## src/sv/dom_pkg.sv

```systemverilog
`timescale 1ns / 1ps
// ----------------------------------------------------------------------------
// dom_pkg: shared types and constants of the depth outlier median tracker
// Widths, register indexes, state encodings and index helpers.
// ----------------------------------------------------------------------------
package dom_pkg;

    localparam int HISTORY_DEPTH = 8;
    localparam int IDX_W         = (HISTORY_DEPTH > 1) ? $clog2(HISTORY_DEPTH) : 1;
    localparam int CNT_W         = $clog2(HISTORY_DEPTH + 1);

    localparam int MM_W       = 16;
    localparam int JUMP_W     = 16;
    localparam int STREAK_W   = 8;
    localparam int LEN_W      = 4;
    localparam int LOST_W     = 8;
    localparam int CFG_IDX_W  = 2;
    localparam int CFG_DATA_W = 16;

    typedef logic [IDX_W-1:0] idx_t;
    typedef logic [CNT_W-1:0] cnt_t;
    typedef logic [MM_W-1:0]  mm_t;

    localparam logic [IDX_W:0]      DEPTH_IDX  = (IDX_W + 1)'(HISTORY_DEPTH);
    localparam cnt_t                DEPTH_CNT  = CNT_W'(HISTORY_DEPTH);
    localparam logic [STREAK_W-1:0] STREAK_MAX = '1;
    localparam logic [LOST_W-1:0]   LOST_MAX   = '1;

    typedef enum logic [CFG_IDX_W-1:0] {
        CFG_MAX_JUMP  = 2'd0,
        CFG_STREAK    = 2'd1,
        CFG_HIST_LEN  = 2'd2,
        CFG_LOST_TOL  = 2'd3
    } cfg_idx_t;

    typedef enum logic [1:0] {
        TRK_TRACK     = 2'd0,
        TRK_HOLD      = 2'd1,
        TRK_NO_DEPTH  = 2'd2,
        TRK_NO_TARGET = 2'd3
    } trk_state_t;

    typedef enum logic [2:0] {
        ST_IDLE,
        ST_MED_CMP,
        ST_JUDGE,
        ST_MED_HELD,
        ST_EMIT
    } ctl_state_t;

    typedef enum logic [1:0] {
        M_IDLE,
        M_RD,
        M_CMP,
        M_CHECK
    } med_state_t;

    typedef struct packed {
        logic start;
        cnt_t count;
        idx_t head;
    } med_ctrl_t;

    typedef struct packed {
        logic done;
        mm_t  median;
    } med_stat_t;

    // circular buffer address: base + off, wrapped at the history depth
    function automatic idx_t wrap_add(idx_t base, idx_t off);
        logic [IDX_W:0] sum;
        sum = {1'b0, base} + {1'b0, off};
        if (sum >= DEPTH_IDX)
        begin
            sum = sum - DEPTH_IDX;
        end
        return sum[IDX_W-1:0];
    endfunction

    // history length clipped to 1 .. depth
    function automatic cnt_t eff_len(logic [LEN_W-1:0] len);
        cnt_t n;
        if (len == '0)
        begin
            n = CNT_W'(1);
        end
        else if (int'(len) > HISTORY_DEPTH)
        begin
            n = DEPTH_CNT;
        end
        else
        begin
            n = CNT_W'(len);
        end
        return n;
    endfunction

endpackage

```

## src/sv/dom_in_if.sv

```systemverilog
`timescale 1ns / 1ps
// ----------------------------------------------------------------------------
// dom_in_if: input request channel
// One frame request: target flag, reading flag and raw depth.
// ----------------------------------------------------------------------------
interface dom_in_if import dom_pkg::*; ();
    logic valid;
    logic ready;
    logic target_seen;
    logic reading_valid;
    mm_t  raw_mm;

    modport source (output valid, output target_seen, output reading_valid,
                    output raw_mm, input ready);
    modport sink   (input valid, input target_seen, input reading_valid,
                    input raw_mm, output ready);
endinterface

```

## src/sv/dom_out_if.sv

```systemverilog
`timescale 1ns / 1ps
// ----------------------------------------------------------------------------
// dom_out_if: result request channel
// One result per frame: tracking state and filtered distance.
// ----------------------------------------------------------------------------
interface dom_out_if import dom_pkg::*; ();
    logic       valid;
    logic       ready;
    logic [1:0] track_state;
    mm_t        filtered_mm;

    modport source (output valid, output track_state, output filtered_mm, input ready);
    modport sink   (input valid, input track_state, input filtered_mm, output ready);
endinterface

```

## src/sv/depth_outlier_median_tracker.sv

```systemverilog
`timescale 1ns / 1ps
// ----------------------------------------------------------------------------
// depth_outlier_median_tracker: median depth filter with outlier rejection
//
//   channel  dir  handshake      payload
//   in_ch    in   valid/ready    target_seen, reading_valid, raw_mm
//   out_ch   out  valid/ready    track_state, filtered_mm
//   cfg      in   cfg_we         cfg_index, cfg_data
//
// A request without a reading is accepted and then emitted. A reading on an
// empty history runs one median pass over one entry. Other readings run the
// shared median unit on the n entries of the history; unless the reading is
// an outlier short of the streak limit, the history is then updated and a
// second pass runs (over one entry after a restart). A pass uses the single
// compare pair and its RAM read ports. in_ch.ready is high only while idle; a
// result waits in the output register without blocking the next request until
// that request has its own result to emit. Reset clears all control state.
// ----------------------------------------------------------------------------
module depth_outlier_median_tracker import dom_pkg::*;
(
    input  logic                  clk,
    input  logic                  rst_n,
    dom_in_if.sink                in_ch,
    dom_out_if.source             out_ch,
    input  logic                  cfg_we,
    input  logic [CFG_IDX_W-1:0]  cfg_index,
    input  logic [CFG_DATA_W-1:0] cfg_data
);

    // configuration
    logic [JUMP_W-1:0]   max_jump_reg;
    logic [STREAK_W-1:0] streak_tol_reg;
    logic [LEN_W-1:0]    hist_len_reg;
    logic [LOST_W-1:0]   lost_tol_reg;

    // control and tracking state
    ctl_state_t          state_reg, state_next;
    cnt_t                count_reg, count_next;
    idx_t                head_reg, head_next;
    logic [STREAK_W-1:0] streak_reg, streak_next;
    logic [LOST_W-1:0]   lost_reg, lost_next;
    mm_t                 held_reg, held_next;
    logic                got_reg, got_next;
    logic                start_reg, start_next;
    logic                out_valid_reg, out_valid_next;

    // payload
    logic                seen_reg, seen_next;
    mm_t                 raw_reg, raw_next;
    mm_t                 med_reg, med_next;
    trk_state_t          out_state_reg, out_state_next;
    mm_t                 out_mm_reg, out_mm_next;

    // history RAM and median unit
    logic      wr_en;
    idx_t      wr_addr;
    mm_t       wr_data;
    idx_t      rd_addr_a;
    idx_t      rd_addr_b;
    mm_t       rd_data_a;
    mm_t       rd_data_b;
    med_ctrl_t med_ctrl;
    med_stat_t med_stat;

    // decisions
    logic                in_fire;
    logic                has_reading;
    logic                can_emit;
    mm_t                 abs_diff;
    logic                outlier;
    logic [STREAK_W-1:0] streak_inc;
    logic                streak_hit;
    logic [LOST_W-1:0]   lost_inc;
    logic                drop;
    cnt_t                eff;
    logic [CNT_W:0]      count_p1;
    logic                push_full;
    idx_t                head_adv;

    assign in_ch.ready        = (state_reg == ST_IDLE);
    assign out_ch.valid       = out_valid_reg;
    assign out_ch.track_state = out_state_reg;
    assign out_ch.filtered_mm = out_mm_reg;

    assign in_fire     = in_ch.valid && (state_reg == ST_IDLE);
    assign has_reading = in_ch.target_seen && in_ch.reading_valid;
    assign can_emit    = !out_valid_reg || out_ch.ready;

    assign abs_diff   = (raw_reg >= med_reg) ? (raw_reg - med_reg) : (med_reg - raw_reg);
    assign outlier    = abs_diff > max_jump_reg;
    assign streak_inc = (streak_reg == STREAK_MAX) ? streak_reg
                                                   : streak_reg + STREAK_W'(1);
    assign streak_hit = streak_inc >= streak_tol_reg;
    assign lost_inc   = (lost_reg == LOST_MAX) ? lost_reg : lost_reg + LOST_W'(1);
    assign drop       = (lost_inc >= lost_tol_reg) || (held_reg == '0);

    assign eff       = eff_len(hist_len_reg);
    assign count_p1  = {1'b0, count_reg} + (CNT_W + 1)'(1);
    assign push_full = (count_p1 > {1'b0, eff}) || (count_reg >= DEPTH_CNT);
    assign head_adv  = wrap_add(head_reg, IDX_W'(1));

    assign med_ctrl.start = start_reg;
    assign med_ctrl.count = count_reg;
    assign med_ctrl.head  = head_reg;

    dom_hist_ram u_ram
    (
        .clk       (clk),
        .wr_en     (wr_en),
        .wr_addr   (wr_addr),
        .wr_data   (wr_data),
        .rd_addr_a (rd_addr_a),
        .rd_addr_b (rd_addr_b),
        .rd_data_a (rd_data_a),
        .rd_data_b (rd_data_b)
    );

    dom_median u_median
    (
        .clk       (clk),
        .rst_n     (rst_n),
        .ctrl      (med_ctrl),
        .stat      (med_stat),
        .rd_addr_a (rd_addr_a),
        .rd_addr_b (rd_addr_b),
        .rd_data_a (rd_data_a),
        .rd_data_b (rd_data_b)
    );

    // next state
    always_comb
    begin
        state_next = state_reg;
        unique case (state_reg)
            ST_IDLE:
            begin
                if (in_fire)
                begin
                    if (!has_reading)
                    begin
                        state_next = ST_EMIT;
                    end
                    else if (count_reg == '0)
                    begin
                        state_next = ST_MED_HELD;
                    end
                    else
                    begin
                        state_next = ST_MED_CMP;
                    end
                end
            end
            ST_MED_CMP:
            begin
                if (med_stat.done)
                begin
                    state_next = ST_JUDGE;
                end
            end
            ST_JUDGE:
            begin
                state_next = (outlier && !streak_hit) ? ST_EMIT : ST_MED_HELD;
            end
            ST_MED_HELD:
            begin
                if (med_stat.done)
                begin
                    state_next = ST_EMIT;
                end
            end
            ST_EMIT:
            begin
                if (can_emit)
                begin
                    state_next = ST_IDLE;
                end
            end
            default:
            begin
                state_next = ST_IDLE;
            end
        endcase
    end

    // datapath and outputs
    always_comb
    begin
        count_next     = count_reg;
        head_next      = head_reg;
        streak_next    = streak_reg;
        lost_next      = lost_reg;
        held_next      = held_reg;
        got_next       = got_reg;
        start_next     = 1'b0;
        seen_next      = seen_reg;
        raw_next       = raw_reg;
        med_next       = med_reg;
        out_state_next = out_state_reg;
        out_mm_next    = out_mm_reg;
        out_valid_next = out_valid_reg && !out_ch.ready;
        wr_en          = 1'b0;
        wr_addr        = '0;
        wr_data        = raw_reg;

        unique case (state_reg)
            ST_IDLE:
            begin
                if (in_fire)
                begin
                    seen_next = in_ch.target_seen;
                    raw_next  = in_ch.raw_mm;
                    got_next  = 1'b0;
                    if (has_reading)
                    begin
                        start_next = 1'b1;
                        if (count_reg == '0)
                        begin
                            // empty history: restart at once
                            streak_next = '0;
                            head_next   = '0;
                            count_next  = CNT_W'(1);
                            wr_en       = 1'b1;
                            wr_addr     = '0;
                            wr_data     = in_ch.raw_mm;
                        end
                    end
                end
            end
            ST_MED_CMP:
            begin
                if (med_stat.done)
                begin
                    med_next = med_stat.median;
                end
            end
            ST_JUDGE:
            begin
                if (outlier)
                begin
                    if (streak_hit)
                    begin
                        streak_next = '0;
                        head_next   = '0;
                        count_next  = CNT_W'(1);
                        wr_en       = 1'b1;
                        wr_addr     = '0;
                        start_next  = 1'b1;
                    end
                    else
                    begin
                        streak_next = streak_inc;
                    end
                end
                else
                begin
                    streak_next = '0;
                    wr_en       = 1'b1;
                    start_next  = 1'b1;
                    if (push_full)
                    begin
                        // drop oldest, append at the tail
                        head_next = head_adv;
                        wr_addr   = wrap_add(head_adv, IDX_W'(count_reg - CNT_W'(1)));
                    end
                    else
                    begin
                        count_next = count_p1[CNT_W-1:0];
                        wr_addr    = wrap_add(head_reg, IDX_W'(count_reg));
                    end
                end
            end
            ST_MED_HELD:
            begin
                if (med_stat.done)
                begin
                    held_next = med_stat.median;
                    lost_next = '0;
                    got_next  = 1'b1;
                end
            end
            ST_EMIT:
            begin
                if (can_emit)
                begin
                    out_valid_next = 1'b1;
                    if (got_reg)
                    begin
                        out_state_next = TRK_TRACK;
                        out_mm_next    = held_reg;
                    end
                    else
                    begin
                        lost_next = lost_inc;
                        if (drop)
                        begin
                            count_next     = '0;
                            streak_next    = '0;
                            held_next      = '0;
                            out_state_next = seen_reg ? TRK_NO_DEPTH : TRK_NO_TARGET;
                            out_mm_next    = '0;
                        end
                        else
                        begin
                            out_state_next = TRK_HOLD;
                            out_mm_next    = held_reg;
                        end
                    end
                end
            end
            default:
            begin
            end
        endcase
    end

    always_ff @(posedge clk or negedge rst_n)
    begin
        if (!rst_n)
        begin
            state_reg     <= ST_IDLE;
            count_reg     <= '0;
            head_reg      <= '0;
            streak_reg    <= '0;
            lost_reg      <= '0;
            held_reg      <= '0;
            got_reg       <= 1'b0;
            start_reg     <= 1'b0;
            out_valid_reg <= 1'b0;
        end
        else
        begin
            state_reg     <= state_next;
            count_reg     <= count_next;
            head_reg      <= head_next;
            streak_reg    <= streak_next;
            lost_reg      <= lost_next;
            held_reg      <= held_next;
            got_reg       <= got_next;
            start_reg     <= start_next;
            out_valid_reg <= out_valid_next;
        end
    end

    always_ff @(posedge clk)
    begin
        seen_reg      <= seen_next;
        raw_reg       <= raw_next;
        med_reg       <= med_next;
        out_state_reg <= out_state_next;
        out_mm_reg    <= out_mm_next;
    end

    // configuration registers
    always_ff @(posedge clk or negedge rst_n)
    begin
        if (!rst_n)
        begin
            max_jump_reg   <= JUMP_W'(300);
            streak_tol_reg <= STREAK_W'(3);
            hist_len_reg   <= LEN_W'(5);
            lost_tol_reg   <= LOST_W'(10);
        end
        else if (cfg_we)
        begin
            unique case (cfg_idx_t'(cfg_index))
                CFG_MAX_JUMP: max_jump_reg   <= cfg_data[JUMP_W-1:0];
                CFG_STREAK:   streak_tol_reg <= cfg_data[STREAK_W-1:0];
                CFG_HIST_LEN: hist_len_reg   <= cfg_data[LEN_W-1:0];
                CFG_LOST_TOL: lost_tol_reg   <= cfg_data[LOST_W-1:0];
                default:      max_jump_reg   <= max_jump_reg;
            endcase
        end
    end

endmodule

```

## src/sv/dom_hist_ram.sv

```systemverilog
`timescale 1ns / 1ps
// ----------------------------------------------------------------------------
// dom_hist_ram: history store
// One write port, two registered read ports.
// ----------------------------------------------------------------------------
module dom_hist_ram import dom_pkg::*;
(
    input  logic clk,
    input  logic wr_en,
    input  idx_t wr_addr,
    input  mm_t  wr_data,
    input  idx_t rd_addr_a,
    input  idx_t rd_addr_b,
    output mm_t  rd_data_a,
    output mm_t  rd_data_b
);

    mm_t mem [0:HISTORY_DEPTH-1];

    always_ff @(posedge clk)
    begin
        if (wr_en)
        begin
            mem[wr_addr] <= wr_data;
        end
        rd_data_a <= mem[rd_addr_a];
        rd_data_b <= mem[rd_addr_b];
    end

endmodule

```

## src/sv/dom_median.sv

```systemverilog
`timescale 1ns / 1ps
// ----------------------------------------------------------------------------
// dom_median: rank-count upper median unit
// One shared compare pair scans every entry against a candidate entry;
// the candidate whose rank range covers count/2 is the median.
// ----------------------------------------------------------------------------
module dom_median import dom_pkg::*;
(
    input  logic      clk,
    input  logic      rst_n,
    input  med_ctrl_t ctrl,
    output med_stat_t stat,
    output idx_t      rd_addr_a,
    output idx_t      rd_addr_b,
    input  mm_t       rd_data_a,
    input  mm_t       rd_data_b
);

    med_state_t state_reg, state_next;
    idx_t       i_reg, i_next;
    idx_t       j_reg, j_next;
    cnt_t       less_reg, less_next;
    cnt_t       lesseq_reg, lesseq_next;
    logic       done_reg, done_next;
    mm_t        median_reg, median_next;

    cnt_t k;
    logic last_i;
    logic last_j;
    logic found;

    assign k      = ctrl.count >> 1;
    assign last_i = (CNT_W'(i_reg) + CNT_W'(1)) == ctrl.count;
    assign last_j = (CNT_W'(j_reg) + CNT_W'(1)) == ctrl.count;
    assign found  = (less_reg <= k) && (k < lesseq_reg);

    assign rd_addr_a = wrap_add(ctrl.head, i_reg);
    assign rd_addr_b = wrap_add(ctrl.head, j_reg);

    assign stat.done   = done_reg;
    assign stat.median = median_reg;

    always_comb
    begin
        state_next = state_reg;
        unique case (state_reg)
            M_IDLE:
            begin
                if (ctrl.start && (ctrl.count != '0))
                begin
                    state_next = M_RD;
                end
            end
            M_RD:
            begin
                state_next = M_CMP;
            end
            M_CMP:
            begin
                state_next = last_j ? M_CHECK : M_RD;
            end
            M_CHECK:
            begin
                state_next = (found || last_i) ? M_IDLE : M_RD;
            end
            default:
            begin
                state_next = M_IDLE;
            end
        endcase
    end

    always_comb
    begin
        i_next      = i_reg;
        j_next      = j_reg;
        less_next   = less_reg;
        lesseq_next = lesseq_reg;
        done_next   = 1'b0;
        median_next = median_reg;
        unique case (state_reg)
            M_IDLE:
            begin
                if (ctrl.start)
                begin
                    i_next      = '0;
                    j_next      = '0;
                    less_next   = '0;
                    lesseq_next = '0;
                    if (ctrl.count == '0)
                    begin
                        done_next   = 1'b1;
                        median_next = '0;
                    end
                end
            end
            M_RD:
            begin
            end
            M_CMP:
            begin
                less_next   = less_reg + CNT_W'(rd_data_b < rd_data_a);
                lesseq_next = lesseq_reg + CNT_W'(rd_data_b <= rd_data_a);
                if (!last_j)
                begin
                    j_next = j_reg + IDX_W'(1);
                end
            end
            M_CHECK:
            begin
                if (found)
                begin
                    done_next   = 1'b1;
                    median_next = rd_data_a;
                end
                else if (last_i)
                begin
                    done_next   = 1'b1;
                    median_next = '0;
                end
                else
                begin
                    i_next      = i_reg + IDX_W'(1);
                    j_next      = '0;
                    less_next   = '0;
                    lesseq_next = '0;
                end
            end
            default:
            begin
            end
        endcase
    end

    always_ff @(posedge clk or negedge rst_n)
    begin
        if (!rst_n)
        begin
            state_reg  <= M_IDLE;
            i_reg      <= '0;
            j_reg      <= '0;
            less_reg   <= '0;
            lesseq_reg <= '0;
            done_reg   <= 1'b0;
        end
        else
        begin
            state_reg  <= state_next;
            i_reg      <= i_next;
            j_reg      <= j_next;
            less_reg   <= less_next;
            lesseq_reg <= lesseq_next;
            done_reg   <= done_next;
        end
    end

    always_ff @(posedge clk)
    begin
        median_reg <= median_next;
    end

endmodule

```

## src/flat_wrapper.sv

```systemverilog
// flat-port wrapper written by rule: the top's interface ports become plain ports
module depth_outlier_median_tracker_flat import dom_pkg::*;
  (clk, rst_n, cfg_we, cfg_index, cfg_data, in_ch_valid, in_ch_target_seen, in_ch_reading_valid, in_ch_raw_mm, in_ch_ready, out_ch_valid, out_ch_track_state, out_ch_filtered_mm, out_ch_ready);
  dom_in_if in_ch_i ();
  dom_out_if out_ch_i ();
  input  logic clk;
  input  logic rst_n;
  input  logic cfg_we;
  input  logic [CFG_IDX_W-1:0] cfg_index;
  input  logic [CFG_DATA_W-1:0] cfg_data;
  input wire logic [$bits(in_ch_i.valid)-1:0] in_ch_valid;
  input wire logic [$bits(in_ch_i.target_seen)-1:0] in_ch_target_seen;
  input wire logic [$bits(in_ch_i.reading_valid)-1:0] in_ch_reading_valid;
  input wire logic [$bits(in_ch_i.raw_mm)-1:0] in_ch_raw_mm;
  output wire logic [$bits(in_ch_i.ready)-1:0] in_ch_ready;
  output wire logic [$bits(out_ch_i.valid)-1:0] out_ch_valid;
  output wire logic [$bits(out_ch_i.track_state)-1:0] out_ch_track_state;
  output wire logic [$bits(out_ch_i.filtered_mm)-1:0] out_ch_filtered_mm;
  input wire logic [$bits(out_ch_i.ready)-1:0] out_ch_ready;
  assign in_ch_i.valid = in_ch_valid;
  assign in_ch_i.target_seen = in_ch_target_seen;
  assign in_ch_i.reading_valid = in_ch_reading_valid;
  assign in_ch_i.raw_mm = in_ch_raw_mm;
  assign in_ch_ready = in_ch_i.ready;
  assign out_ch_valid = out_ch_i.valid;
  assign out_ch_track_state = out_ch_i.track_state;
  assign out_ch_filtered_mm = out_ch_i.filtered_mm;
  assign out_ch_i.ready = out_ch_ready;
  depth_outlier_median_tracker u_core (.clk(clk), .rst_n(rst_n), .in_ch(in_ch_i), .out_ch(out_ch_i), .cfg_we(cfg_we), .cfg_index(cfg_index), .cfg_data(cfg_data));
endmodule
```

## config.mk

```make
export PLATFORM = sky130hd
export DESIGN_NAME = depth_outlier_median_tracker_flat
export DESIGN_NICKNAME = d
export VERILOG_FILES = /design/src/sv/dom_pkg.sv /design/src/sv/dom_in_if.sv /design/src/sv/dom_out_if.sv /design/src/sv/depth_outlier_median_tracker.sv /design/src/sv/dom_hist_ram.sv /design/src/sv/dom_median.sv /design/src/flat_wrapper.sv
export SDC_FILE = /design/constraint.sdc
export NUM_CORES = 1
export LEC_CHECK = 0
export BUFFER_PORTS_ARGS = -buffer_cell sky130_fd_sc_hd__clkbuf_2
export CAP_MARGIN = 20
export CORE_ASPECT_RATIO = 1.2
export CORE_MARGIN = 3
export CORE_UTILIZATION = 36
export CTS_CLUSTER_SIZE = 14
export DETAILED_ROUTE_END_ITERATION = 10
export HOLD_SLACK_MARGIN = 0.12
export PLACE_DENSITY = 0.47
export SYNTH_ARGS = -nofsm -noshare
export SYNTH_HDL_FRONTEND = slang
export SYNTH_SLANG_ARGS = --single-unit
export TNS_END_PERCENT = 1
```

## constraint.sdc

```tcl
create_clock -name clk -period 6.4 [get_ports clk]
set_clock_uncertainty 0.2 [all_clocks]
set_input_delay 0.96 -clock clk [delete_from_list [all_inputs] [get_ports clk]]
set_output_delay 0.96 -clock clk [all_outputs]
set_load 0.02 [all_outputs]
```

==> out/metrics.cfg, run 1 <==
[clock_network]
ctsResizeCount=0
clk_pin_slew_worst_paths_ns=0.06
clock_sinks=325
clockBufferDepth=3
cts_buffers=37
cts_tree=yes
post-cts-setup-buffers=0
htreeDepth=2
clk_latency_ns=0.56
cts_root_buf=clkbuf_16
hold_buffers=0

[worst_hold_path]
hold_path.class=reg -> reg
hp-start=u_core.u_median.median_reg[11]
hold_depth=0

[critical_path]
path_delay_family=compound AO/OA/AOI/OAI gates
worstSetupStartpoint=u_core.raw_reg[2]
worstPathMaxFanout=16
r2r-start=u_core.raw_reg[2]
max_stage_delay_ns=0.56
worstSetupPathType=reg -> reg
crit_cells=17
critPathRequiredTime_ns=6.46
critPathSlowestCell=a31oi_2
cp_cell_sequence=ha_1 -> nand4_1 -> a311oi_1 -> o21ai_0 -> a31oi_2 -> buf_4 -> mux2i_1 -> xnor2_1 -> ha_1 -> and3_1 -> nand3_1 -> nor3_2 -> a211oi_2 -> nor4_1 -> o21ai_1 -> a21boi_2 -> buf_4
rr_worst_depth=17
critPathCaptureType=flop
crit_arrival_ns=5.61
crit_buf_inv=2
cp-start-kind=flop

[global_route]
grt_overflow_total=0
grt_pass1_vias=11107
grt_pass1_wl_mm=64.73
grt_max_degree=60
gr-usage-all-layers_pct=16.90
antenna_found_initial=0

[synth]
synth_edf_count=195
synth_compound_area_share_pct=9.675
yosys.area.top_type_share_pct=34.62
synth-seq-area-share_pct=52.97
synthSimpleGateAreaFrac_pct=8.321
synth_top_family_by_area=multiplexers
yosysWarnings=0
synthTopCellsByArea=edfxtp_1 (35%), dfrtp_1 (13%), mux4_2 (8.5%)
postSynthAreaPerCell_um2=12.84
ys.flop_type=edfxtp_1
synth_top_area_cell=edfxtp_1
synth_mux_area_share_pct=14.52
syn_nets=1471
synth_cell_types=75
synth-adder-area-share_pct=8.624
async_flop_share_pct=30.15
postSynthCellCount=1317
ys_seq_elements=325
synth_area_mm2=0.01692
synth_xor_xnor_area_share_pct=2.064

[sta]
fin_hold_ws_ns=0.2817
setup_viol=0
tightestPinTransition_ns=1.001
period_share_pct=86.77
drv_slew=0
hold_viol=0
max_slew_margin_pct=33.05
layout_min_cycle_time_ns=5.553
clock.fmax_mhz=180.1
tns_ns=0
rsz0062_at_grt=no

[layout]
drive_gt1_share_pct=22.61
syn2layout_area_growth_pct=14.07
finalInstanceArea_mm2=0.01930
final_util_pct=41.80
fin_nets=1540
final_cells=2031
fillers=4341
top_register=u_core.u_ram.mem
largest_reg_flops=128
num_antenna_cells=0

[detailed_routing]
vias_per_cell=5.182
drt_iter0_drc=524
wl_met3_mm=1.362
drc_errors=0
dr_wl_met2_mm=20.88
drt_first_pass_iters=5
wl_met1_mm=18.22
vias=10524
routed_wl_mm=41.58
detail-route-antenna-nets=0
topRoutingLayerUsed=met4
wl_per_cell_um=20.47

[pwr]
p_leak_nw=7.735
ir_drop_uv=413.0
power.density_mw_per_mm2=494.2
p_sw_w=0.003488
power.internal_w=0.006049
power_frac_clock_pct=23.6
p_sw_share_pct=36.57
seqPwrFrac_pct=32.9
combPwrFrac_pct=43.5

[placement]
dp.cells=1963
gp_congestion=0.8779
io_buffers=60
hpwl_mm=28.86
placed_cell_area_mm2=0.01800

[floorplan]
start_util_pct=36.65
ios=61
core_mm2=0.04616
die_w_um=203.9
die_y_um=243.5
row_count=86
die-area_mm2=0.04964

[run_status]
status=complete, no violations

[run]
drv_cap=0

[per-layer routing]
metal,GRT usage [%],vias to the layer above
li1,-,5045
met1,21.52,5239
met2,29.75,172
met3,2.312,68
met4,5.407,0
met5,0,-
[path summary, 6_finish.rpt]
kind                                               end  slack, ns
worst min-delay path                u_core.med_reg[11]       0.28
max in group asynchronous       u_core.lost_tol_reg[3]       4.64
worst min register to register      u_core.med_reg[11]       0.28
worst max register to register  u_core.u_ram.mem[0][2]       0.85
min in group asynchronous         u_core.streak_reg[1]       0.30
worst max-delay path            u_core.u_ram.mem[0][2]       0.85
[area by class of cell]
type	count	area, um^2	area share (%)
Tap cell	616	770.7	3.994
Clock buffer	49	1052	5.453
Multi-Input combinational cell	832	7393	38.32
Sequential cell	325	8961	46.44
Timing Repair Buffer	82	467.9	2.425
Inverter	108	405.4	2.101
Clock inverter	19	245.2	1.271
[cells in the mapped netlist (10+ instances only)]
library cell	count
nand4_1	13
and3_1	10
mux4_2	64
a31oi_1	11
dfstp_2	10
inv_1	107
xor2_1	11
nor2b_1	25
xnor2_1	27
o21ai_0	52
edfxtp_1	195
ha_1	107
mux2i_1	17
nand2_1	74
a21o_1	24
dfxtp_1	32
buf_2	15
a21oi_1	55
nand2b_1	10
mux2_2	74
dfrtp_1	88
nand3_1	26
a22o_1	24
nor3_1	30
nor2_1	56
clkbuf_1	27
[placed cells by master, fill, tap and decap left out, types with 7 or more instances in the layout]
cell and n:
a21o_1 24, a21oi_1 55, a22o_1 24, a31oi_1 10, and3_1 10, buf_4 23
clkbuf_16 38, clkbuf_2 59, clkinv_2 7, dfrtp_1 88, dfstp_2 10, dfxtp_1 32
edfxtp_1 195, ha_1 105, inv_1 107, mux2_2 74, mux2i_1 17, mux4_2 64
nand2_1 74, nand2b_1 10, nand3_1 26, nand4_1 13, nor2_1 56, nor2b_1 25
nor3_1 26, nor4_1 7, o21a_1 8, o21ai_0 52, o21ai_1 8, o31ai_1 8
xnor2_1 25, xor2_1 11
[power groups by stage]
stage / Sequential (W) / Combinational [W] / Clock [W]
after floorplan: 0.00305 / 0.00315 / 0
after global placement: 0.00318 / 0.00422 / 0
after detailed placement: 0.00319 / 0.00422 / 0
after CTS: 0.00315 / 0.00425 / 0.00232
after global routing: 0.00320 / 0.00462 / 0.00240
final: 0.00314 / 0.00415 / 0.00225
[kinds of logic after synthesis]
| group | after synthesis |
|---|---|
| compound gates | 245 |
| xor+xnor | 39 |
| fa+ha+maj | 113 |
| buf+inv | 160 |
| flops | 325 |
| mux | 156 |
| simple gates | 279 |
[stage by stage]
step	power, W	setup WS [ns]
finish	0.009537	0.8469
global route	0.01022	0.3753
CTS	0.009713	0.7866
detailed placement	0.007406	0.8106
global placement	0.007394	0.9058
floorplan	0.006197	0.9279
Power figures use the tool's default switching activity.
==> run 2, diff against run 1 <==
--- a/config.mk
+++ b/config.mk
@@ -14,6 +14,7 @@
 export DETAILED_ROUTE_END_ITERATION = 10
 export HOLD_SLACK_MARGIN = 0.12
 export PLACE_DENSITY = 0.47
+export RECOVER_POWER = 50
 export SYNTH_ARGS = -nofsm -noshare
 export SYNTH_HDL_FRONTEND = slang
 export SYNTH_SLANG_ARGS = --single-unit
==> run 2 against run 1 <==
Compared with the run above:
- core utilization decreased by 0.28 points
- die area unchanged
- the run now ends with max-capacitance violations, max-slew violations left
- clock power about the same
- register-to-register slack about the same
- worst hold slack about the same
==> out/metrics.cfg, run 2 (synthesis results as in run 1) <==
[run_status]
status=complete, but fails checks
violations=max-capacitance violations, max-slew violations

[critical_path]
worstSetupPathType=reg -> reg
r2r_slack_ns=0.84  ; about the same
critPathCaptureType=flop
rr_worst_depth=17  ; unchanged
max_stage_delay_ns=0.56  ; about the same
cp_cell_sequence=ha_1 -> nand4_1 -> a311oi_1 -> o21ai_0 -> a31oi_2 -> buf_4 -> mux2i_1 -> xnor2_1 -> ha_1 -> and3_1 -> nand3_1 -> nor3_2 -> a211oi_2 -> nor4_1 -> o21ai_1 -> a21boi_2 -> buf_4
r2r_end=u_core.u_ram.mem[0][2]
critPathSlowestCell=a31oi_2
critPathRequiredTime_ns=6.46  ; about the same
crit_arrival_ns=5.62  ; about the same
crit_buf_inv=2  ; unchanged
cp-start-kind=flop
path_delay_family=compound AO/OA/AOI/OAI gates
worstPathMaxFanout=16  ; unchanged
r2r-start=u_core.raw_reg[2]

[clock_network]
clock_sinks=325  ; unchanged
cts_tree=yes
clk_latency_ns=0.56  ; about the same
post-cts-setup-buffers=0  ; unchanged
htreeDepth=2  ; unchanged
cts_root_buf=clkbuf_16
cts_buffers=37  ; unchanged
hold_buffers=0  ; unchanged
ctsResizeCount=0  ; unchanged
clk_pin_slew_worst_paths_ns=0.06  ; about the same
clockBufferDepth=3  ; unchanged

[global_route]
use_met1_pct=21.52  ; unchanged
grt_use_met2_pct=29.75  ; unchanged
grt_pass1_wl_mm=64.73  ; unchanged
grt_overflow_total=0  ; unchanged
grt_max_degree=60  ; unchanged
gr-usage-all-layers_pct=16.90  ; unchanged
grt_pass1_vias=11107  ; unchanged
antenna_found_initial=0  ; unchanged
grt.busiest_layer=met2
gr-usage-met3_pct=2.312  ; unchanged

[placement]
dp.cells=1963  ; unchanged
pre_cts_ws_ns=0.8106  ; unchanged
io_buffers=60  ; unchanged
gp_congestion=0.8779  ; unchanged
hpwl_mm=28.86  ; unchanged
placed_cell_area_mm2=0.01800  ; unchanged

[detailed_routing]
wl_per_cell_um=20.47  ; about the same
vias_per_cell=5.182  ; unchanged
routed_wl_mm=41.57  ; about the same
detail-route-antenna-nets=0  ; unchanged
drc_errors=0  ; unchanged
drt_iter0_drc=526  ; +0.38%
vias=10524  ; unchanged
drt_first_pass_iters=5  ; unchanged

[floorplan]
die-area_mm2=0.04964  ; unchanged
die_y_um=243.5  ; unchanged
die_w_um=203.9  ; unchanged
core_mm2=0.04616  ; unchanged
row_count=86  ; unchanged
start_util_pct=36.65  ; unchanged
ios=61  ; unchanged

[sta]
drv_slew=184  ; +184
setup_viol=0  ; unchanged
max_slew_margin_pct=-128.1  ; -160 points
fin_ws_ns=0.8449  ; -0.002019 ns
rsz0062_at_grt=no
hold_viol=0  ; unchanged
tns_ns=0  ; unchanged
clock.fmax_mhz=180.0  ; about the same
layout_min_cycle_time_ns=5.555  ; +0.002019 ns
tightestPinTransition_ns=3.422  ; +2.421 ns
period_share_pct=86.80  ; about the same

[worst_hold_path]
min_to=u_core.med_reg[11]
hold_depth=0  ; unchanged
hold_path.class=reg -> reg
hp-start=u_core.u_median.median_reg[11]

[run]
drv_cap=5  ; +5

[layout]
final_cells=2031  ; unchanged
syn2layout_area_growth_pct=13.31
drive_gt1_share_pct=18.66  ; -4.0 points
layout_common_cells=edfxtp_1 (195), inv_1 (107), ha_1 (107)
top_register=u_core.u_ram.mem
finalInstanceArea_mm2=0.01917  ; -0.67%
num_antenna_cells=0  ; unchanged
largest_reg_flops=128  ; unchanged
layout_commonest_cell=edfxtp_1
fin_nets=1540  ; unchanged

[pwr]
power.density_mw_per_mm2=497.6  ; +0.69%
p_leak_nw=7.584  ; -1.9%
ir_drop_uv=400.5  ; -3.0%

==> run 2: stage by stage <==
stage	hold WS (ns)	utilization (%)	total power (W)
after detailed placement	0.2767	38.99	0.007406
after global placement	0.2670	38.99	0.007394
after CTS	0.2862	41.80	0.009713
after floorplan	0.2268	-	0.006197
after global routing	0.3019	41.52	0.01022
final	0.2818	41.52	0.009538
==> run 2: layer usage <==
layer	vias up	routed length [um]
met2	178	20740
met1	5239	18190
met3	68	1424
li1	5039	-
met4	0	1223
met5	-	0
==> run 2: final cells by class <==
type                    count  area [um^2]
clock buffers              49         1052
repair buffers             82        395.4
flip-flops and latches    325         8961
well taps                 616        770.7
fillers                  4372        26990
multi-input cells         832         7337
clock inverters            19        245.2
inverters                 108        405.4
==> run 2: worst max path at each step <==
stage,start,cells after the start,slack (ns),to
final,u_core.raw_reg[2],17,0.84,u_core.u_ram.mem[0][2]
after CTS,u_core.raw_reg[2],16,0.79,u_core.u_ram.mem[1][4]
after global routing,u_core.raw_reg[7],16,0.38,u_core.u_ram.mem[1][4]
after global placement,u_core.raw_reg[2],16,0.91,u_core.u_ram.mem[1][13]
after detailed placement,u_core.raw_reg[2],16,0.81,u_core.u_ram.mem[1][13]
after floorplan,u_core.med_reg[0],18,0.93,u_core.u_ram.mem[1][0]
==> run 2: report_power, final <==
part           switching [W]  leakage, nW  total (W)  internal, W
clock               0.000882        0.642    0.00225      0.00137
combinational        0.00227         3.63    0.00416      0.00189
sequential          0.000325         3.31    0.00313      0.00281
total                0.00347         7.58    0.00954      0.00606
